`config.mk`:
```
export PLATFORM = sky130hd
export DESIGN_NAME = gpd_lock_table
export DESIGN_NICKNAME = d
export VERILOG_FILES = /design/src/rtl/grouped_priority_dispatcher_core_assert.svh /design/src/rtl/gpd_pkg.sv /design/src/rtl/gpd_lock_table.sv
export SDC_FILE = /design/constraint.sdc
export NUM_CORES = 2
export LEC_CHECK = 0
export ABC_AREA = 0
export BUFFER_PORTS_ARGS = -buffer_cell sky130_fd_sc_hd__buf_4
export CORE_MARGIN = 2
export CORE_UTILIZATION = 51
export CTS_CLUSTER_DIAMETER = 150
export DETAILED_ROUTE_END_ITERATION = 16
export PLACE_DENSITY_LB_ADDON = 0.2
export SETUP_SLACK_MARGIN = 0.15
export SYNTH_ARGS = -nofsm -noshare
export SYNTH_HDL_FRONTEND = slang
export SYNTH_SLANG_ARGS = --single-unit
```
`constraint.sdc`:
```
create_clock -name clk_i -period 4.8 [get_ports clk_i]
set_input_delay 0.48 -clock clk_i [delete_from_list [all_inputs] [get_ports clk_i]]
set_output_delay 0.48 -clock clk_i [all_outputs]
set_load 0.005 [all_outputs]
```
`src/rtl/grouped_priority_dispatcher_core_assert.svh`:
```
// ----------------------------------------------------------------------------
// grouped_priority_dispatcher_core_assert
// Assertion macros used by the dispatcher core RTL.
// ----------------------------------------------------------------------------
`ifndef GROUPED_PRIORITY_DISPATCHER_CORE_ASSERT_SVH
`define GROUPED_PRIORITY_DISPATCHER_CORE_ASSERT_SVH

// Same-cycle implication, checked out of reset.
`define GPD_ASSERT_NOW(lbl, ante, cons) \
  lbl: assert property (@(posedge clk_i) disable iff (!rst_ni) (ante) |-> (cons)) \
    else $error("dispatcher assertion failed");

// Next-cycle implication, checked out of reset.
`define GPD_ASSERT_NEXT(lbl, ante, cons) \
  lbl: assert property (@(posedge clk_i) disable iff (!rst_ni) (ante) |=> (cons)) \
    else $error("dispatcher assertion failed");

`endif

```
`src/rtl/gpd_pkg.sv`:
```
// ----------------------------------------------------------------------------
// gpd_pkg
// Shared sizes, codes and types of the grouped priority dispatcher.
// ----------------------------------------------------------------------------
package gpd_pkg;

  localparam int JOB_SLOTS  = 64;
  localparam int LOCK_SLOTS = 16;
  localparam int SLOT_W     = (JOB_SLOTS > 1) ? $clog2(JOB_SLOTS) : 1;
  localparam int LOCK_W     = (LOCK_SLOTS > 1) ? $clog2(LOCK_SLOTS) : 1;
  localparam int IDENT_W    = 64;
  localparam int PRIO_W     = 8;
  localparam int GROUP_W    = 32;
  localparam int CNT_W      = 8;

  localparam logic [1:0] ACT_ADD    = 2'd0;
  localparam logic [1:0] ACT_LOCK   = 2'd1;
  localparam logic [1:0] ACT_UNLOCK = 2'd2;
  localparam logic [1:0] ACT_DISP   = 2'd3;

  localparam logic [1:0] CAT_JUDGE   = 2'd0;
  localparam logic [1:0] CAT_PROBLEM = 2'd1;
  localparam logic [1:0] CAT_OTHER   = 2'd2;

  localparam logic [2:0] ST_OK        = 3'd0;
  localparam logic [2:0] ST_NONE      = 3'd1;
  localparam logic [2:0] ST_JOB_FULL  = 3'd2;
  localparam logic [2:0] ST_DUP       = 3'd3;
  localparam logic [2:0] ST_NOT_LOCKD = 3'd4;
  localparam logic [2:0] ST_LOCK_FULL = 3'd5;

  typedef struct packed {
    logic [IDENT_W-1:0] ident;
    logic               local_free;
    logic               judge_free;
  } req_t;

  typedef struct packed {
    logic [IDENT_W-1:0] ident;
    logic [PRIO_W-1:0]  prio;
    logic [GROUP_W-1:0] group;
    logic [1:0]         cat;
    logic               locks;
  } entry_t;

  typedef struct packed {
    logic               vld;
    logic               hit;
    logic [PRIO_W-1:0]  prio;
    logic [IDENT_W-1:0] ident;
    logic [GROUP_W-1:0] group;
    logic [1:0]         cat;
    logic               locks;
    logic [SLOT_W-1:0]  slot;
    logic               dup;
    logic               free_hit;
    logic [SLOT_W-1:0]  free_slot;
  } scan_t;

  typedef struct packed {
    logic found;
    logic possible;
  } lock_stat_t;

endpackage

```
`src/rtl/gpd_lock_table.sv`:
```
// ----------------------------------------------------------------------------
// gpd_lock_table
// Group lock counts: lookup, take and release of one lock per cycle.
// ----------------------------------------------------------------------------
module gpd_lock_table (
  input  logic                                      clk_i,
  input  logic                                      rst_ni,
  input  logic [gpd_pkg::GROUP_W-1:0]               group_i,
  input  logic                                      take_i,
  input  logic                                      release_i,
  output gpd_pkg::lock_stat_t                       stat_o,
  output logic [gpd_pkg::LOCK_SLOTS-1:0]            lk_vld_o,
  output logic [gpd_pkg::LOCK_SLOTS-1:0][gpd_pkg::GROUP_W-1:0] lk_grp_o
);
  import gpd_pkg::*;

  logic [LOCK_SLOTS-1:0]              vld_q;
  logic [LOCK_SLOTS-1:0][GROUP_W-1:0] grp_q;
  logic [LOCK_SLOTS-1:0][CNT_W-1:0]   cnt_q;
  logic                               found, free_hit;
  logic [LOCK_W-1:0]                  fidx, free_idx;

  always_comb begin
    found    = 1'b0;
    free_hit = 1'b0;
    fidx     = '0;
    free_idx = '0;
    for (int i = 0; i < LOCK_SLOTS; i++) begin
      if (!found && vld_q[i] && grp_q[i] == group_i) begin
        found = 1'b1;
        fidx  = LOCK_W'(i);
      end
      if (!free_hit && !vld_q[i]) begin
        free_hit = 1'b1;
        free_idx = LOCK_W'(i);
      end
    end
    stat_o.found    = found;
    stat_o.possible = found ? (cnt_q[fidx] != {CNT_W{1'b1}}) : free_hit;
  end

  always_ff @(posedge clk_i or negedge rst_ni) begin
    if (!rst_ni) begin
      vld_q <= '0;
    end else if (take_i && !found) begin
      vld_q[free_idx] <= 1'b1;
    end else if (release_i && cnt_q[fidx] == CNT_W'(1)) begin
      vld_q[fidx] <= 1'b0;
    end
  end

  always_ff @(posedge clk_i) begin
    if (take_i) begin
      if (found) begin
        cnt_q[fidx] <= cnt_q[fidx] + CNT_W'(1);
      end else begin
        grp_q[free_idx] <= group_i;
        cnt_q[free_idx] <= CNT_W'(1);
      end
    end else if (release_i) begin
      cnt_q[fidx] <= cnt_q[fidx] - CNT_W'(1);
    end
  end

  assign lk_vld_o = vld_q;
  assign lk_grp_o = grp_q;

endmodule

```
Word level (Yosys, flattened, before mapping)
Cells that the tools add are included.

word-level totals
  register bits = 656
  bits in latches = 0
  RAM bits = 0
  memory bits (read-only) = 0
  input bits = 36
  output and inout port bits = 530
  word-level logic and storage cells = 245
  memories kept = 0

cells by class
  add/sub/neg operators = 2
  multipliers = 0
  div/mod/pow operators = 0
  magnitude comparators = 4
  equal/unequal tests = 18
  shifts and indexed selects = 0
  muxes and demuxes = 83
  bitwise gates (word level) = 7
  reductions and logical operators = 98

operators by type and width
  kind                 number
  $bwmux 512           1
  $eq 32x32->1         16
  $mux 128             3
  $bwmux 128           2
  $demux 32 s4         1
  $and 112x112->112    1
  $mux 4               28
  $not 112->112        1
  $demux 8 s4          2
  $logic_and 1x1->1    50
  $logic_not 1->1      45
  $mux 1               37
  $bmux 8 s4           1
  $mux 16              2
  $mux 32              1
  $or 16x16->16        2
  $mux 8               3
  $and 16x16->16       1
  $not 16->16          1
  $lt 4x5->1 const B   2
  $add 8x1->8 const B  1
  $demux 1 s4          2
  $eq 8x1->1 const B   1
  $ge 4x1->1 const B   2
  5 further kinds      6

Depth between registers and ports, before layout
  word-level depth = 71
  gate-level depth with buffers = 23
  depth with buffers taken out = 19

Least setup slack after synthesis
OpenSTA, ideal clock, no wires.

  path type = input -> register
  start = in group_i[17] (netlist name)
  end = reg grp_q, in the netlist lk_grp_o[320], enable pin
  data arrival time = 4,820 ps
  data required time = 4,337 ps
  slack = -483 ps
  cell stages on the path = 12
  cell sequence = buf_2 -> buf_4 -> xor2_1 -> nor4_1 -> nand4_1 -> nor4_2 -> nand4bb_1 -> nor2_1 -> nand2_1 -> nor3_1 -> nand2_1 -> nor3_1

on the way
  longest elaborated chain between the ends = 65

RTL lines
  item                                 line                  text
  from (decl)                          gpd_lock_table.sv:8   input logic [gpd_pkg::GROUP_W-1:0] group_i,
  $eq 32x32->1                         gpd_lock_table.sv:29  if (!found && vld_q[i] && grp_q[i] == group_i) begin
  $logic_and 1x1->1                    gpd_lock_table.sv:29
  $mux 1                               gpd_lock_table.sv:29
  $logic_not 1->1                      gpd_lock_table.sv:29
  $logic_and 1x1->1 (2 in a row)       gpd_lock_table.sv:29
  $mux 1                               gpd_lock_table.sv:29
  $logic_not 1->1                      gpd_lock_table.sv:29
  $logic_and 1x1->1 (2 in a row)       gpd_lock_table.sv:29
  (+45 left out)                       -
  $logic_not 1->1                      gpd_lock_table.sv:29
  $logic_and 1x1->1 (2 in a row)       gpd_lock_table.sv:29
  $mux 1                               gpd_lock_table.sv:29
  $logic_not 1->1                      gpd_lock_table.sv:29
  $logic_and 1x1->1 (2 in a row)       gpd_lock_table.sv:29
  $mux 1 *                             gpd_lock_table.sv:29
  $not 1->1 (no source line) *         -
  $reduce_and 2->1 (no source line) *  -
  to (signal, indexed assignment)      gpd_lock_table.sv:57  grp_q[free_idx] <= group_i;
  to (decl)                            gpd_lock_table.sv:18  logic [LOCK_SLOTS-1:0][GROUP_W-1:0] grp_q;

Every way passes the cells marked *; elsewhere a longest branch is shown, timed or not.
A chain may end at the register's enable or synchronous reset.

==> impl_results.rst <==
.. list-table::
   :header-rows: 1

   * - Metric
     - Value
   * - Share of the yosys chip area belonging to registers
     - 0.6310
   * - Num CTS Buffers
     - 72
   * - Die extent in x
     - 250.9 um
   * - Routed vias
     - 27960
   * - Largest driver fanout on the critical path
     - 4
   * - Number of iterations in the first detailed-routing pass
     - 8
   * - RSZ-0062 raised after global routing
     - yes
   * - Cell total after placement
     - 4404
   * - Transition time at the pin with the least slew margin
     - 1.272 ns
   * - Dominant cell type by count on the critical path
     - buf_6
   * - Area share of the largest cell type after synthesis
     - 0.6181
   * - Leak pwr
     - 19.29 nW
   * - Placed Instance Area
     - 0.04325 mm^2
   * - Initial DRC count
     - 3714
   * - Core ar.
     - 0.06036 mm^2
   * - Std cell rows
     - 90
   * - Clk Latency, worst-skew pair
     - 0.63 ns
   * - Count of placed standard cells in the final layout, fillers left out
     - 4604
   * - Highest Clock Rate
     - 0.1777 GHz
   * - Worst path cell trace
     - xor2_1, nor4_1, buf_4, nand4_1, or4_4, nor4b_4, nand4_2, o221a_4, buf_6, mux2_4, a221oi_2, o21a_1, nand2_4, buf_6, nand4b_1, buf_4, nor2_4, buf_6, a31oi_4, buf_6
   * - Maximum buffer depth of the clock tree
     - 3
   * - Combined area of the multi-input logic cells
     - 0.01166 mm^2
   * - Post-synth ARST share
     - 0.02439
   * - Final core occ
     - 0.7842
   * - Setup crit start kind
     - flip-flop
   * - Starting utilization of the core area
     - 0.5151
   * - Area growth from synthesis to layout
     - 52.24%
   * - Synthesized netlist cell count
     - 2272
   * - Class of the most critical hold timing path
     - in2reg
   * - Post-layout min period
     - 5.629 ns
   * - Final Net Count
     - 3806
   * - Detail-routed net length per standard cell
     - 30.31 um
   * - Cell with the most instances after synthesis
     - edfxtp_1
   * - Initial antenna violation count
     - 2
   * - Netlist area before placement
     - 0.03109 mm^2
   * - # setup viols final
     - 129
   * - Post-layout instance area
     - 0.04733 mm^2
   * - Total clock sinks
     - 656
   * - Routability congestion estimate
     - 1.030
   * - Final number of max-transition violations
     - 0
   * - Minimum setup slack in the final design
     - -0.8289 ns
   * - Headroom to the max-slew limit
     - 0.1501
   * - # H-tree levels
     - 3
   * - Port bufs
     - 565
   * - Crit end category
     - primary output
   * - Die outline area
     - 0.06295 mm^2
   * - Required time of the critical path
     - 4.32 ns
   * - Chip Height
     - 250.9 um
   * - Routed vias/inst
     - 6.073
   * - Commonest register cell after synthesis
     - edfxtp_1
   * - Cell type of the slowest stage on the worst timing path
     - or4_4
   * - List of most frequent post-synthesis cells
     - edfxtp_1, xor2_1, nand2_1
   * - Cell type with the highest aggregate area in the netlist
     - edfxtp_1
   * - # fillers
     - 3719
   * - FF+latch count, synth
     - 656
   * - Buffer type at the clock tree root
     - clkbuf_16
   * - Count of unique library cells instantiated by Yosys
     - 95
   * - Fraction of final layout cells sized beyond drive strength 1
     - 0.5030
   * - Warnings from Yosys
     - 0
   * - Largest net degree at the start of global routing
     - 44
   * - Syn Nets
     - 2311
   * - Max capacitance violation total
     - 0
   * - Combined global-route utilization of all metal layers
     - 0.4347
   * - TritonCTS clock tree
     - done
   * - Vias in the first global route
     - 27860
   * - Final worst-path cycle share
     - 1.173
   * - Detailed-placement wirelength estimate
     - 105800 um
   * - Boundary pin count
     - 566
   * - Number of remaining DRC errors
     - 0
   * - Power density of the placed cells
     - 414.2 mW/mm^2
   * - Reg area
     - 0.01962 mm^2
   * - Number of enable flip-flop cells after synthesis
     - 640
   * - TNS Setup
     - -69.29 ns
   * - Tot Pwr
     - 19.61 mW
   * - Failing checks
     - negative setup slack
   * - Clock-pin slew reported for the worst setup and hold paths after clock tree synthesis
     - 0.06 ns
   * - Total length of routed wires
     - 139600 um
   * - Status
     - finished with violations
   * - Largest stage delay, worst path
     - 0.61 ns
   * - Ranking of synthesized cells by area
     - edfxtp_1, xor2_1, xnor2_1
   * - Type of the worst setup path
     - reg2out
   * - Remaining number of nets flagged by the antenna check after routing
     - 0
   * - Total gr overflow
     - 0
   * - Data arrival time of the critical path
     - 5.15 ns
   * - Post-Synthesis Mean Instance Area
     - 13.68 um^2
   * - Total count of hold-check failures in the final report
     - 0
   * - Wire length of the first global-routing pass
     - 195600 um
   * - Worst voltage drop across the vdd grid
     - 0.0003489 V
   * - Setup clock skew after layout
     - 0.02161 ns
-- per-layer routing --
layer,share of wire,up-vias,GRT usage
met1,0.36,13870,0.5524
li1,-,11450,-
met3,0.12,473,0.1190
met5,0.00014,-,0
met2,0.46,2171,0.6871
met4,0.062,2,0.2226
-- final timing paths --
path	slack, ns	startpoint	endpoint	cells after the start
max in group asynchronous	4.26	rst_ni	lk_vld_o[1]	2
hold reg to reg	0.56	cnt_q[94]	cnt_q[94]	2
min in group asynchronous	0.29	rst_ni	lk_vld_o[8]	2
setup / recovery	-0.83	lk_grp_o[511]	stat_o[0]	20
setup reg to reg	-0.81	lk_grp_o[511]	cnt_q[55]	22
hold / removal	0.14	group_i[9]	lk_grp_o[329]	1
-- report_power, final --
part / internal (mW) / switching [mW]
Sequential: 7.12 / 0.509
Combinational: 2.81 / 3.38
Clock: 3.35 / 2.44
Total: 13.3 / 6.33
-- logic make-up after synthesis --
family	Yosys count	synth area share
xor gates and xnor gates	523	0.1478
buffers and inverters	147	0.03304
adders and majority gates	3	0.001207
AOI/OAI and AO/OA	305	0.06564
DFF	656	0.6310
muxes	58	0.02028
and+or+nand+nor	580	0.1010
-- per-stage QoR --
stage	hold WS [ns]	setup slack (ns)
global route	0.1084	-0.9427
CTS	0.1098	-0.6780
global placement	0.3894	-1.209
floorplan	0.1844	-0.4542
finish	0.1382	-0.8289
detailed placement	0.3883	-1.210
-- cell usage in the layout (no fill, tap or decap), types with 34 or more instances in the layout --
master     count
nand4_1       41
xor2_1       416
nand2_1      183
buf_4       1431
buf_6         56
xnor2_1       94
clkbuf_16     72
nor4_1        69
buf_12        57
edfxtp_1     640
o21ai_2       55
nand3_1       45
o21ai_1       44
nor2_1        34
o21ai_0       38
-- worst max-delay path: cells and delay by family (launching register included) --
family | cells | cell delay [ns]
xor+xnor | 1 | 0.17
compound gates | 4 | 0.86
simple gates | 8 | 1.89
buf+inv | 6 | 0.84
flops | 1 | 0.43
mux | 1 | 0.31
-- sequential cells by signal, indices dropped and copies added, names as in the netlist --
| register | flops |
|---|---|
| lk_grp_o | 512 |
| cnt_q | 128 |
| lk_vld_o | 16 |
-- what timing repair did --
item                                   4_1_cts  5_1_grt
setup endpoints to repair                  129      145
endpoints found under the hold margin       16        0
buffers inserted                            54       14
cloned                                       2        0
gates resized for setup                    241       56
hold buffers                                 1        0
pin swaps                                   80       30
-- final cells by class --
cell class | count | area share
Antenna cell | 1 | 0.00005287
Clock buffer | 91 | 0.03978
Clock inverter | 37 | 0.01039
Inverter | 18 | 0.002062
Multi-Input combinational cell | 1469 | 0.2464
Sequential cell | 656 | 0.4145
Tap cell | 782 | 0.02067
Timing Repair Buffer | 1550 | 0.2662
Power figures use the tool's default switching activity.
