## config.mk

```make
export PLATFORM = sky130hd
export DESIGN_NAME = gpd_job_cell
export DESIGN_NICKNAME = d
export VERILOG_FILES = /design/src/rtl/grouped_priority_dispatcher_core_assert.svh /design/src/rtl/gpd_pkg.sv /design/src/rtl/gpd_job_cell.sv
export SDC_FILE = /design/constraint.sdc
export NUM_CORES = 1
export LEC_CHECK = 0
export ABC_AREA = 1
export BUFFER_PORTS_ARGS = -buffer_cell sky130_fd_sc_hd__buf_2
export CELL_PAD_IN_SITES_DETAIL_PLACEMENT = 0
export CELL_PAD_IN_SITES_GLOBAL_PLACEMENT = 1
export CORE_AREA = 2 2 373 375
export CTS_BUF_LIST = sky130_fd_sc_hd__clkbuf_8
export DETAILED_ROUTE_END_ITERATION = 8
export DIE_AREA = 0 0 375 377
export GPL_TIMING_DRIVEN = 0
export PLACE_DENSITY = 0.51
export REMOVE_ABC_BUFFERS = 1
export SETUP_SLACK_MARGIN = 0.5
export SYNTH_ARGS = -nofsm -noshare
export SYNTH_HDL_FRONTEND = slang
export SYNTH_SLANG_ARGS = --single-unit
```

## constraint.sdc

```tcl
create_clock -name clk_i -period 2.64 [get_ports clk_i]
set_clock_uncertainty 0.15 [all_clocks]
set_input_delay 0.528 -clock clk_i [delete_from_list [all_inputs] [get_ports clk_i]]
set_output_delay 0.528 -clock clk_i [all_outputs]
set_load 0.005 [all_outputs]
```

## src/rtl/grouped_priority_dispatcher_core_assert.svh

```systemverilog
// ----------------------------------------------------------------------------
// grouped_priority_dispatcher_core_assert
// Assertion macros used by the dispatcher core RTL.
// ----------------------------------------------------------------------------
`ifndef GROUPED_PRIORITY_DISPATCHER_CORE_ASSERT_SVH
`define GROUPED_PRIORITY_DISPATCHER_CORE_ASSERT_SVH

// Same-cycle implication, checked out of reset.
`define GPD_ASSERT_NOW(lbl, ante, cons) \
  lbl: assert property (@(posedge clk_i) disable iff (!rst_ni) (ante) |-> (cons)) \
    else $error("dispatcher assertion failed");

// Next-cycle implication, checked out of reset.
`define GPD_ASSERT_NEXT(lbl, ante, cons) \
  lbl: assert property (@(posedge clk_i) disable iff (!rst_ni) (ante) |=> (cons)) \
    else $error("dispatcher assertion failed");

`endif

```

## src/rtl/gpd_pkg.sv

```systemverilog
// ----------------------------------------------------------------------------
// gpd_pkg
// Shared sizes, codes and types of the grouped priority dispatcher.
// ----------------------------------------------------------------------------
package gpd_pkg;

  localparam int JOB_SLOTS  = 64;
  localparam int LOCK_SLOTS = 16;
  localparam int SLOT_W     = (JOB_SLOTS > 1) ? $clog2(JOB_SLOTS) : 1;
  localparam int LOCK_W     = (LOCK_SLOTS > 1) ? $clog2(LOCK_SLOTS) : 1;
  localparam int IDENT_W    = 64;
  localparam int PRIO_W     = 8;
  localparam int GROUP_W    = 32;
  localparam int CNT_W      = 8;

  localparam logic [1:0] ACT_ADD    = 2'd0;
  localparam logic [1:0] ACT_LOCK   = 2'd1;
  localparam logic [1:0] ACT_UNLOCK = 2'd2;
  localparam logic [1:0] ACT_DISP   = 2'd3;

  localparam logic [1:0] CAT_JUDGE   = 2'd0;
  localparam logic [1:0] CAT_PROBLEM = 2'd1;
  localparam logic [1:0] CAT_OTHER   = 2'd2;

  localparam logic [2:0] ST_OK        = 3'd0;
  localparam logic [2:0] ST_NONE      = 3'd1;
  localparam logic [2:0] ST_JOB_FULL  = 3'd2;
  localparam logic [2:0] ST_DUP       = 3'd3;
  localparam logic [2:0] ST_NOT_LOCKD = 3'd4;
  localparam logic [2:0] ST_LOCK_FULL = 3'd5;

  typedef struct packed {
    logic [IDENT_W-1:0] ident;
    logic               local_free;
    logic               judge_free;
  } req_t;

  typedef struct packed {
    logic [IDENT_W-1:0] ident;
    logic [PRIO_W-1:0]  prio;
    logic [GROUP_W-1:0] group;
    logic [1:0]         cat;
    logic               locks;
  } entry_t;

  typedef struct packed {
    logic               vld;
    logic               hit;
    logic [PRIO_W-1:0]  prio;
    logic [IDENT_W-1:0] ident;
    logic [GROUP_W-1:0] group;
    logic [1:0]         cat;
    logic               locks;
    logic [SLOT_W-1:0]  slot;
    logic               dup;
    logic               free_hit;
    logic [SLOT_W-1:0]  free_slot;
  } scan_t;

  typedef struct packed {
    logic found;
    logic possible;
  } lock_stat_t;

endpackage

```

## src/rtl/gpd_job_cell.sv

```systemverilog
// ----------------------------------------------------------------------------
// gpd_job_cell
// One job slot; folds its entry into the scan beat passing down the chain.
// ----------------------------------------------------------------------------
module gpd_job_cell (
  input  logic                                      clk_i,
  input  logic                                      rst_ni,
  input  logic [gpd_pkg::SLOT_W-1:0]                slot_i,
  input  logic                                      set_i,
  input  logic                                      clr_i,
  input  gpd_pkg::entry_t                           wr_i,
  input  gpd_pkg::req_t                             req_i,
  input  logic [gpd_pkg::LOCK_SLOTS-1:0]            lk_vld_i,
  input  logic [gpd_pkg::LOCK_SLOTS-1:0][gpd_pkg::GROUP_W-1:0] lk_grp_i,
  input  gpd_pkg::scan_t                            scan_i,
  output gpd_pkg::scan_t                            scan_o
);
  import gpd_pkg::*;

  logic   valid_q;
  entry_t ent_q;
  scan_t  scan_d, scan_q;
  logic   locked, elig, better;

  always_ff @(posedge clk_i or negedge rst_ni) begin
    if (!rst_ni) begin
      valid_q <= 1'b0;
    end else if (set_i) begin
      valid_q <= 1'b1;
    end else if (clr_i) begin
      valid_q <= 1'b0;
    end
  end

  always_ff @(posedge clk_i) begin
    if (set_i) begin
      ent_q <= wr_i;
    end
  end

  always_comb begin
    locked = 1'b0;
    for (int i = 0; i < LOCK_SLOTS; i++) begin
      if (lk_vld_i[i] && lk_grp_i[i] == ent_q.group) begin
        locked = 1'b1;
      end
    end
    unique case (ent_q.cat)
      CAT_JUDGE:   elig = valid_q && req_i.judge_free && !locked;
      CAT_PROBLEM: elig = valid_q && req_i.local_free && !locked;
      default:     elig = valid_q && req_i.local_free;
    endcase
    better = !scan_i.hit || ent_q.prio > scan_i.prio ||
             (ent_q.prio == scan_i.prio && ent_q.ident < scan_i.ident);
    scan_d = scan_i;
    if (elig && better) begin
      scan_d.hit   = 1'b1;
      scan_d.prio  = ent_q.prio;
      scan_d.ident = ent_q.ident;
      scan_d.group = ent_q.group;
      scan_d.cat   = ent_q.cat;
      scan_d.locks = ent_q.locks;
      scan_d.slot  = slot_i;
    end
    if (valid_q && ent_q.ident == req_i.ident) begin
      scan_d.dup = 1'b1;
    end
    if (!valid_q && !scan_i.free_hit) begin
      scan_d.free_hit  = 1'b1;
      scan_d.free_slot = slot_i;
    end
  end

  always_ff @(posedge clk_i or negedge rst_ni) begin
    if (!rst_ni) begin
      scan_q <= '0;
    end else begin
      scan_q <= scan_d;
    end
  end

  assign scan_o = scan_q;

endmodule

```

; ---- Word-level counts from Yosys, hierarchy flattened
; Cells that the tools add are included.
[word_totals]
out_inout_bits = 123
mem_bits_ro = 0
wordCells = 92
memories = 0
mem_bits_rw = 0
latch_bits = 0
ff_bits = 231
in_bits = 834
[op_classes]
n_eq_ne = 19
n_div = 0
n_addsub = 0
magnitude_cmp = 2
shift = 0
reduce_logical = 32
n_mux = 22
mul = 0
n_bitwise = 0
[op_table]
columns = op, n
row1 = equality test 32 bit, 16
row2 = two-way mux 114 bit, 1
row3 = equality test 64 bit, 1
row4 = < comparator 64 bit, 1
row5 = logical AND 1 bit, 24
row6 = two-way mux 1 bit, 19
row7 = equality test 8 bit, 1
row8 = > comparator 8 bit, 1
row9 = two-way mux 7 bit, 1
row10 = logical NOT 1 bit, 4
row11 = equality test 2 x 1 -> 1 bit (second input constant), 1
row12 = logical NOT 2 bit, 1
row13 = logical OR 1 bit, 2
row14 = case mux 1 bit (2 select lines), 1
row15 = nonzero test 2 bit, 1

; ---- Longest topological paths before layout
; Gate-level depths: netlist (run 1).
[depth]
ltp_word = 23
ltp_mapped = 20
mapped_depth_nobuf = 16

; ---- Worst setup path after synthesis (run 1)
; OpenSTA, ideal clock, no wires.
[synth_path]
path_kind = input -> register
from = in scan_i[112] in the netlist's numbering
to = reg scan_q (netlist bit scan_o[100])
setup_time_ns = 0.117
path_buffers = 2
stages = 15
path_slack_ns = 0.050
arrival_ns = 2.323
t_required_ns = 2.373
path_cell_list = inv_1 > ha_1 > nand4_1 > inv_1 > nand2_1 > nor3_1 > nor3b_1 > and3_1 > nand2_1 > nand2_1 > nand2_1 > buf_2 > clkbuf_1 > nand3_1 > nand2_1
[synth_lines]
columns = element, line
row1 = from (decl), gpd_job_cell.sv:15  ; input gpd_pkg::scan_t scan_i,
row2 = to (signal assigned), gpd_job_cell.sv:78  ; scan_q <= scan_d;
row3 = to (decl), gpd_job_cell.sv:22  ; scan_t scan_d, scan_q;

==> results of run 1 <==
cells by family after synthesis:
group | after synthesis | synth area share (%)
AO/OA/AOI/OAI | 313 | 9.62
XOR/XNOR | 190 | 9.05
adder cells (fa/ha/maj) | 71 | 4.83
buffers and inverters | 422 | 9.90
flip-flops | 231 | 34.4
multiplexers | 6 | 0.367
AND/OR/NAND/NOR | 1446 | 31.9
cells in the mapped netlist, types with 8 or more instances:
cell / n / area, um2
clkbuf_1: 13 / 48.8
nor3_1: 28 / 140
o22ai_1: 31 / 194
buf_4: 22 / 165
xnor2_1: 101 / 885
edfxtp_1: 107 / 3210
dfrtp_1: 124 / 3100
a21oi_1: 39 / 195
o21ai_1: 31 / 155
nor4_1: 8 / 50.1
or2_2: 17 / 106
nand3_1: 169 / 846
ha_1: 71 / 888
buf_6: 10 / 113
xor2_1: 89 / 780
buf_2: 63 / 315
inv_1: 291 / 1090
nand4_1: 27 / 169
nand2_1: 923 / 3460
o211ai_1: 22 / 165
inv_2: 22 / 82.6
o21ai_0: 156 / 781
nor2_1: 256 / 961
worst max-delay path by stage:
stage                      startpoint           to  slack (ps)  cells after the start
after global routing        ent_q[25]   scan_o[45]        -700                     22
after CTS                   ent_q[25]   scan_o[98]        -580                     22
after floorplan           scan_i[120]  scan_o[100]       -2740                     13
after global placement       ent_q[7]   scan_o[96]       -8880                     15
final                       ent_q[16]   scan_o[97]        -640                     20
after detailed placement    ent_q[25]   scan_o[96]       -3650                     16
per-stage QoR:
step | hold slack, ps | std cells
6_report | 61.4 | 5855
5_1_grt | 25.8 | 5848
4_1_cts | 2.21 | 5829
3_5_place_dp | 322 | 5372
3_3_place_gp | 311 | 5321
2_1_floorplan | 82.4 | 2571
worst max-delay path, cell delays in order (launching register included):
cell       delay (ps)
edfxtp_1          430
buf_12            170
buf_4             210
nand2_1           110
nand2_1            80
nor2_4            210
nand2_1           120
nor2_4            170
nand3_1           140
nor2_4            170
nor2_4             60
nand2_4           110
nor2_4             40
nand3_4           120
nand2_8            80
buf_16            190
nand2_8           140
buf_12            180
clkbuf_16         180
nand2_1            50
nand2_1            70
where the power goes:
part	total, mW	leakage (nW)	switching (mW)	internal, mW
logic	6.00	13.1	3.43	2.56
registers	4.42	2.52	0.248	4.17
clock network	3.65	0.474	1.83	1.82
total	14.1	16.1	5.51	8.56
area by class of cell:
type                    count  area (um2)  area share (%)
diodes                     14        35.0           0.108
clock buffers              49         674            2.08
clock inverters            31         180           0.555
inverters                 314        1400            4.32
multi-input cells        2036       11300            34.8
flip-flops and latches    231        6320            19.4
well taps                1794        2240            6.91
repair buffers           1386       10300            31.8
registers in the layout, summed over array words and instances, names as in the netlist:
register	count
scan_o	123
ent_q	107
valid_q	1
what timing repair did:
action                     CTS  global route
resized for setup          232           117
cloned                      21             3
hold endpoints to repair   287             0
buffers inserted           121             9
setup endpoints to repair  115           119
pin swaps                   24            26
hold buffers               235             0
metal layers:
layer,track usage (%),up-vias,routed length (um)
li1,-,11273,-
met1,24.7,11440,61700
met2,42.1,1060,84500
met3,4.53,264,10400
met4,6.50,56,5760
met5,0,-,335
==> impl_metrics.json, run 1 <==
{
  "crit_path_end_kind": "flop",
  "worstSetupPathType": "reg2reg",
  "grt_first_pass_wirelength_mm": 211,
  "clock_sinks": 231,
  "violations": "negative setup slack",
  "clock.fmax_mhz": 304,
  "hold_violations": 0,
  "tightest_slew_ps": 979,
  "layout_common_cells": "buf_2, nand2_1, inv_1, dlygate4sd3_1, nor2_1",
  "area.growth.synth_to_final_pct": 76.7,
  "yosysWarnings": 0,
  "final.min_clock_period_ps": 3280,
  "whs_path_depth": 3,
  "pre_cts_ws_ps": -3650,
  "r2r_end": "scan_o[97]",
  "synth_area_per_cell_um2": 6.86,
  "cts_tree": "built",
  "status": "finished, violations left",
  "clkTransAtPathRegs_ps": 70,
  "synth_edf_count": 107,
  "antenna_found_initial": 64,
  "fin_setup_tns_ps": -64550,
  "synthCells": 2679,
  "whs_endpoint": "scan_o[80]",
  "grt_max_degree": 77,
  "htreeDepth": 2,
  "grt_use_total_pct": 22.2,
  "grt-ovfl-total": 0,
  "numCtsBuffers": 43,
  "synth_flop_cell": "dfrtp_1",
  "coreArea_um2": 137000,
  "synthesis.area_um2": 18400,
  "cellLeakagePower_nw": 16.1,
  "ys_seq_area_share_pct": 34.4,
  "cts_buffer_depth": 3,
  "start_util_pct": 13.4,
  "drt-initial-drc-count": 1663,
  "min-delay-start": "scan_i[80]",
  "final_common_cell": "buf_2",
  "wirelength_mm": 163,
  "worst_slack_ps": -645,
  "io_buffers": 956,
  "max-cap-violations": 0,
  "die_y_um": 377,
  "final_cell_area_um2": 32500,
  "layout.nets": 4917,
  "grt_pass1_vias": 24624,
  "fillers": 15446,
  "finalPower_mw": 14.1,
  "post-route-drc-count": 0,
  "place.gp.congestion": 0.850,
  "ctsRootBufferMaster": "clkbuf_8",
  "yosys_register_bits": 231,
  "row_count": 136,
  "hpwl_mm": 124,
  "postRouteAntennaNets": 0,
  "ir_worst_vdd_mv": 0.372,
  "timing.final.crit_share_pct": 124,
  "die_area_um2": 141000,
  "p_per_area_nw_per_um2": 433,
  "via_count": 24093,
  "reg2reg_slack_ps": -640,
  "r2r.worst_path.cells": 20,
  "rsz0062_at_grt": "yes",
  "detail_route.wl_per_cell_um": 27.8,
  "drive_above_1_share_pct": 35.9,
  "ys_types": 46,
  "setup_viol": 114,
  "crit_path_start_kind": "flop",
  "arrival_ps": 3740,
  "dpl-instance-area_um2": 26100,
  "slew_headroom_pct": 34.5,
  "worst_skew_pair.late_latency_ps": 680,
  "async_reset_ff_share_pct": 53.7,
  "finalMaxSlewViolations": 0,
  "firstDrtPassIters": 5,
  "viasPerCell": 4.11,
  "io_pins": 957,
  "cp_max_fo": 8,
  "hp-class": "in2reg",
  "rr_startpoint": "ent_q[16]",
  "fp.dieW_um": 375,
  "cp.required_ps": 3100,
  "fin_util_pct": 23.7
}
Power figures use the tool's default switching activity.
==> run 2: changes to the inputs <==
- BUFFER_PORTS_ARGS: -buffer_cell sky130_fd_sc_hd__buf_2 -> -buffer_cell sky130_fd_sc_hd__buf_4
- SKIP_LAST_GASP: not set -> 1
==> run 2 against run 1 <==
  * The flow still finishes with violations (negative setup slack)
  * Global-route usage rose by 0.36 points
  * Core utilization rose by 1.6 points
  * Via count fell by 0.96%
  * Critical path depth fell by 2
  * First-iteration DRC count fell by 3.7%
  * Critical endpoint is now scan_o[115]
  * Largest power group unchanged
==> impl_metrics.json, run 2 (synthesis results as in run 1) <==
{
  "ctsRootBufferMaster": "clkbuf_8",
  "fin_setup_tns_ps": -89590,
  "timing.final.crit_share_pct": 132,
  "p_per_area_nw_per_um2": 427,
  "drt-initial-drc-count": 1602,
  "internal_power_mw": 9.28,
  "cpLargestDelayFamily": "simple AND/OR/NAND/NOR gates",
  "detail_route.wl_per_cell_um": 28.4,
  "status": "finished, violations left",
  "final_common_cell": "buf_4",
  "dp.cells": 5373,
  "slowest_delay_ps": 530,
  "crit_path_start_kind": "flop",
  "firstDrtPassIters": 5,
  "postRouteAntennaNets": 0,
  "fin_util_pct": 25.3,
  "p_switching_mw": 5.51,
  "area.growth.synth_to_final_pct": 88.4,
  "io_buffers": 956,
  "clock_sinks": 231,
  "grt_max_degree": 84,
  "tightest_slew_ps": 1190,
  "p_seq_share_pct": 30.0,
  "final.min_clock_period_ps": 3480,
  "path_buf_inv": 5,
  "viasPerCell": 4.09,
  "cts_tree": "built",
  "max-cap-violations": 0,
  "cellLeakagePower_nw": 16.8,
  "grt_pass1_vias": 24542,
  "largest_reg_flops": 123,
  "worst_slack_ps": -843,
  "arrival_ps": 3890,
  "p_comb_share_pct": 43.8,
  "cp_max_fo": 8,
  "place.gp.congestion": 0.846,
  "start_util_pct": 13.4,
  "pre_cts_ws_ps": -3150,
  "die_area_um2": 141000,
  "slew_headroom_pct": 20.5,
  "ir_worst_vdd_mv": 0.357,
  "die_y_um": 377,
  "setup_viol": 114,
  "row_count": 136,
  "rsz0062_at_grt": "yes",
  "io_pins": 957,
  "drive_above_1_share_pct": 35.7,
  "crit_path_end_kind": "flop",
  "coreArea_um2": 137000,
  "grt_use_total_pct": 22.6,
  "antenna_found_initial": 40,
  "numCtsBuffers": 43,
  "violations": "negative setup slack",
  "hp-class": "in2reg",
  "wirelength_mm": 165,
  "fp.dieW_um": 375,
  "layout_common_cells": "buf_4, nand2_1, inv_1, dlygate4sd3_1, nor2_1",
  "grt-ovfl-total": 0,
  "path_cells": "buf_8, buf_16, xnor2_1, nand2_1, nor3_1, nand3_1, nor2_2, nor2_4, nand2_1, nor2_2, nand3_4, nand2_8, buf_12, nand2_8, buf_16, buf_16, nand2_2, nand2_1",
  "finalMaxSlewViolations": 0,
  "cts_buffer_depth": 3,
  "swShare_pct": 37.3,
  "clkPwrFrac_pct": 26.1,
  "cp_slowest_cell": "edfxtp_1",
  "clkTransAtPathRegs_ps": 70,
  "htreeDepth": 2,
  "hold_violations": 0,
  "clock.fmax_mhz": 287,
  "layout.nets": 4895,
  "post-route-drc-count": 0,
  "instances_no_fill": 5828,
  "grt_first_pass_wirelength_mm": 214,
  "worst_skew_pair.late_latency_ps": 660,
  "cp.required_ps": 3050,
  "hpwl_mm": 125,
  "worstSetupPathType": "reg2reg",
  "via_count": 23862
}
[run 2: changes by cell type in the layout (fill, tap and decap cells not counted), moves of 6 or more]
cell,before,now
buf_16,50,56
buf_12,36,28
clkinv_1,8,2
buf_4,89,1021
nor2_4,16,4
nor2_1,226,237
inv_4,3,16
nand2_4,27,50
nand2_1,815,789
buf_2,954,0
inv_8,10,0
[run 2: power groups by stage]
stage / logic [mW] / clock network (mW) / registers, mW
2_1_floorplan: 1.66 / 0 / 4.54
3_3_place_gp: 4.31 / 0 / 5.06
3_5_place_dp: 4.99 / 0 / 4.70
4_1_cts: 6.40 / 4.00 / 4.45
5_1_grt: 6.93 / 4.12 / 4.48
6_report: 6.48 / 3.86 / 4.44
[run 2: layer usage]
layer | global-route usage [%] | part of all wire, % | vias to the layer above
li1 | - | - | 11217
met1 | 24.7 | 37 | 11494
met2 | 42.7 | 53 | 942
met3 | 5.60 | 7.6 | 179
met4 | 6.05 | 2.7 | 30
met5 | 0 | 0.13 | -
[run 2: area by class of cell]
cell class / instances / area (um2)
Timing Repair Buffer: 1364 / 12600
Tap cell: 1794 / 2240
Inverter: 314 / 1290
Fill cell: 15274 / 102000
Antenna cell: 13 / 32.5
Timing Repair inverter: 1 / 7.51
Multi-Input combinational cell: 2035 / 11300
Clock inverter: 31 / 269
Clock buffer: 45 / 619
Sequential cell: 231 / 6320
[run 2: what timing repair did]
action	CTS	global route
buffers inserted	90	9
pin swaps	19	16
hold buffers	238	0
hold endpoints to repair	272	0
gates resized for setup	205	118
setup endpoints to repair	115	115
gates cloned	27	2
[run 2: metrics by stage]
stage / hold slack (ps) / power (mW) / cell area (um2)
global route: 174 / 15.5 / 34600
finish: 191 / 14.8 / 34600
floorplan: 82.4 / 6.19 / 17700
global placement: 309 / 9.36 / 27200
CTS: 132 / 14.8 / 34000
detailed placement: 297 / 9.69 / 28500
[run 2: worst paths after layout]
path	from	endpoint	slack [ps]	cells past startpoint
worst max register to register	ent_q[33]	scan_o[115]	-840	18
worst min-delay path	set_i	ent_q[45]	190	1
max in group asynchronous	rst_ni	scan_o[66]	1120	3
worst min register to register	ent_q[0]	scan_o[14]	340	2
worst max-delay path	ent_q[33]	scan_o[115]	-840	18
min in group asynchronous	rst_ni	scan_o[45]	200	2
==> run 3: changes to the inputs <==
- CELL_PAD_IN_SITES_DETAIL_PLACEMENT: 0 -> not set
- CELL_PAD_IN_SITES_GLOBAL_PLACEMENT: 1 -> not set
- CORE_AREA: 2 2 373 375 -> 2 2 377 379
- DIE_AREA: 0 0 375 377 -> 0 0 379 381
- PLACE_DENSITY: 0.51 -> 0.4
==> run 3 against run 2 <==
  * The run still ends with negative setup slack left
  * Register-to-register slack improved by 40 ps
  * Worst setup slack improved by 40 ps
  * Global-route usage decreased by 0.30 points
  * Highest routed layer unchanged
==> impl_metrics.json, run 3 (synthesis results as in run 1) <==
{
  "worstSetupPathType": "reg2reg",
  "reg2reg_slack_ps": -800,
  "p_per_area_nw_per_um2": 427,
  "area.growth.synth_to_final_pct": 89.3,
  "setup_viol": 114,
  "drt-initial-drc-count": 1387,
  "viasPerCell": 4.05,
  "tightest_slew_ps": 1030,
  "cellLeakagePower_nw": 17.0,
  "hold_violations": 0,
  "row_count": 138,
  "die_y_um": 381,
  "grt_first_pass_wirelength_mm": 215,
  "min-delay-start": "set_i",
  "cts_tree": "built",
  "slowest_delay_ps": 460,
  "fin_util_pct": 24.8,
  "post-route-drc-count": 0,
  "path_buf_inv": 6,
  "status": "finished, violations left",
  "whs_endpoint": "ent_q[44]",
  "r2r.worst_path.cells": 20,
  "fillers": 15745,
  "hpwl_mm": 126,
  "clock_sinks": 231,
  "grt_use_total_pct": 22.3,
  "timing.critical_path.mode_cell": "nand2_1",
  "clock.fmax_mhz": 290,
  "dp.cells": 5473,
  "rsz0062_at_grt": "yes",
  "layout_common_cells": "buf_4, nand2_1, inv_1, nor2_1, dlygate4sd3_1",
  "start_util_pct": 13.1,
  "rr_startpoint": "ent_q[32]",
  "cp_max_fo": 17,
  "hp-class": "in2reg",
  "clkTransAtPathRegs_ps": 70,
  "grt_pass1_vias": 24711,
  "finalPower_mw": 14.9,
  "htreeDepth": 2,
  "path_cells": "buf_16, buf_16, inv_8, o21ai_4, nor2_1, nand2_1, nor2_2, nand3_2, nor2_1, nor2_1, nand2_1, nor2_4, nand3_4, nand2_8, buf_16, buf_12, nand2_8, clkbuf_16, nand2_1, nand2_1",
  "grt_max_degree": 71,
  "cp_slowest_cell": "edfxtp_1",
  "fp.dieW_um": 379,
  "worst_slack_ps": -804,
  "grt-ovfl-total": 0,
  "violations": "negative setup slack",
  "io_pins": 957,
  "ctsRootBufferMaster": "clkbuf_8",
  "ir_worst_vdd_mv": 0.397,
  "largest_reg_flops": 123,
  "firstDrtPassIters": 5,
  "r2r_end": "scan_o[76]",
  "place.gp.congestion": 0.897,
  "finalMaxSlewViolations": 0,
  "layout.nets": 4928,
  "final.min_clock_period_ps": 3440,
  "instances_no_fill": 5961,
  "pre_cts_ws_ps": -4040,
  "postRouteAntennaNets": 0,
  "coreArea_um2": 141000,
  "timing.final.crit_share_pct": 130,
  "cpLargestDelayFamily": "simple AND/OR/NAND/NOR gates",
  "final_common_cell": "buf_4",
  "slew_headroom_pct": 31.4,
  "die_area_um2": 144000,
  "crit_path_start_kind": "flop",
  "io_buffers": 956,
  "wirelength_mm": 168,
  "fin_setup_tns_ps": -84110,
  "detail_route.wl_per_cell_um": 28.1,
  "cts_buffer_depth": 3,
  "antenna_found_initial": 39,
  "cp.required_ps": 3050,
  "worst_skew_pair.late_latency_ps": 660,
  "whs_path_depth": 1,
  "drive_above_1_share_pct": 34.9,
  "arrival_ps": 3860,
  "max-cap-violations": 0,
  "crit_path_end_kind": "flop",
  "via_count": 24148,
  "numCtsBuffers": 43
}
run 3: repair_timing:
item                       in CTS  in global routing
gates resized for setup       188                 75
setup endpoints to repair     115                115
hold buffers                  238                  0
buffers inserted              108                 25
pin swaps                      20                 21
hold endpoints to repair      285                  0
cloned                         20                  4
run 3: per-layer routing:
layer  global-route usage, %  wire length (um)
met1                    23.5             59700
met5                       0               149
met2                    41.5             88000
met4                    10.1              7820
met3                    5.01             12200
run 3: how the worst max path moves through the flow:
stage | depth (start not counted) | slack (ps) | startpoint | end
floorplan | 13 | -2740 | scan_i[120] | scan_o[100]
finish | 20 | -800 | ent_q[32] | scan_o[76]
global placement | 15 | -9400 | ent_q[33] | scan_o[98]
CTS | 16 | -880 | ent_q[100] | scan_o[40]
global route | 21 | -920 | ent_q[12] | scan_o[8]
detailed placement | 17 | -4040 | ent_q[26] | scan_o[98]
run 3: cell type report:
cell class / instances / area, um2 / share of cell area, %
inverters: 314 / 1380 / 3.95
repair buffers: 1396 / 12700 / 36.5
clock inverters: 33 / 284 / 0.816
clock buffers: 47 / 647 / 1.86
well taps: 1890 / 2360 / 6.80
multi-input cells: 2033 / 11000 / 31.7
diodes: 13 / 32.5 / 0.0935
flip-flops and latches: 231 / 6320 / 18.1
repair inverters: 4 / 33.8 / 0.0971
run 3: per-stage QoR:
step	area, um2	hold slack [ps]
2_1_floorplan	17700	82.4
3_3_place_gp	27300	313
3_5_place_dp	28800	326
4_1_cts	34200	117
5_1_grt	34800	150
6_report	34800	177
run 3: report_power, final:
group	switching [mW]	internal, mW
clock network	1.86	2.15
registers	0.268	4.17
logic	3.44	2.98
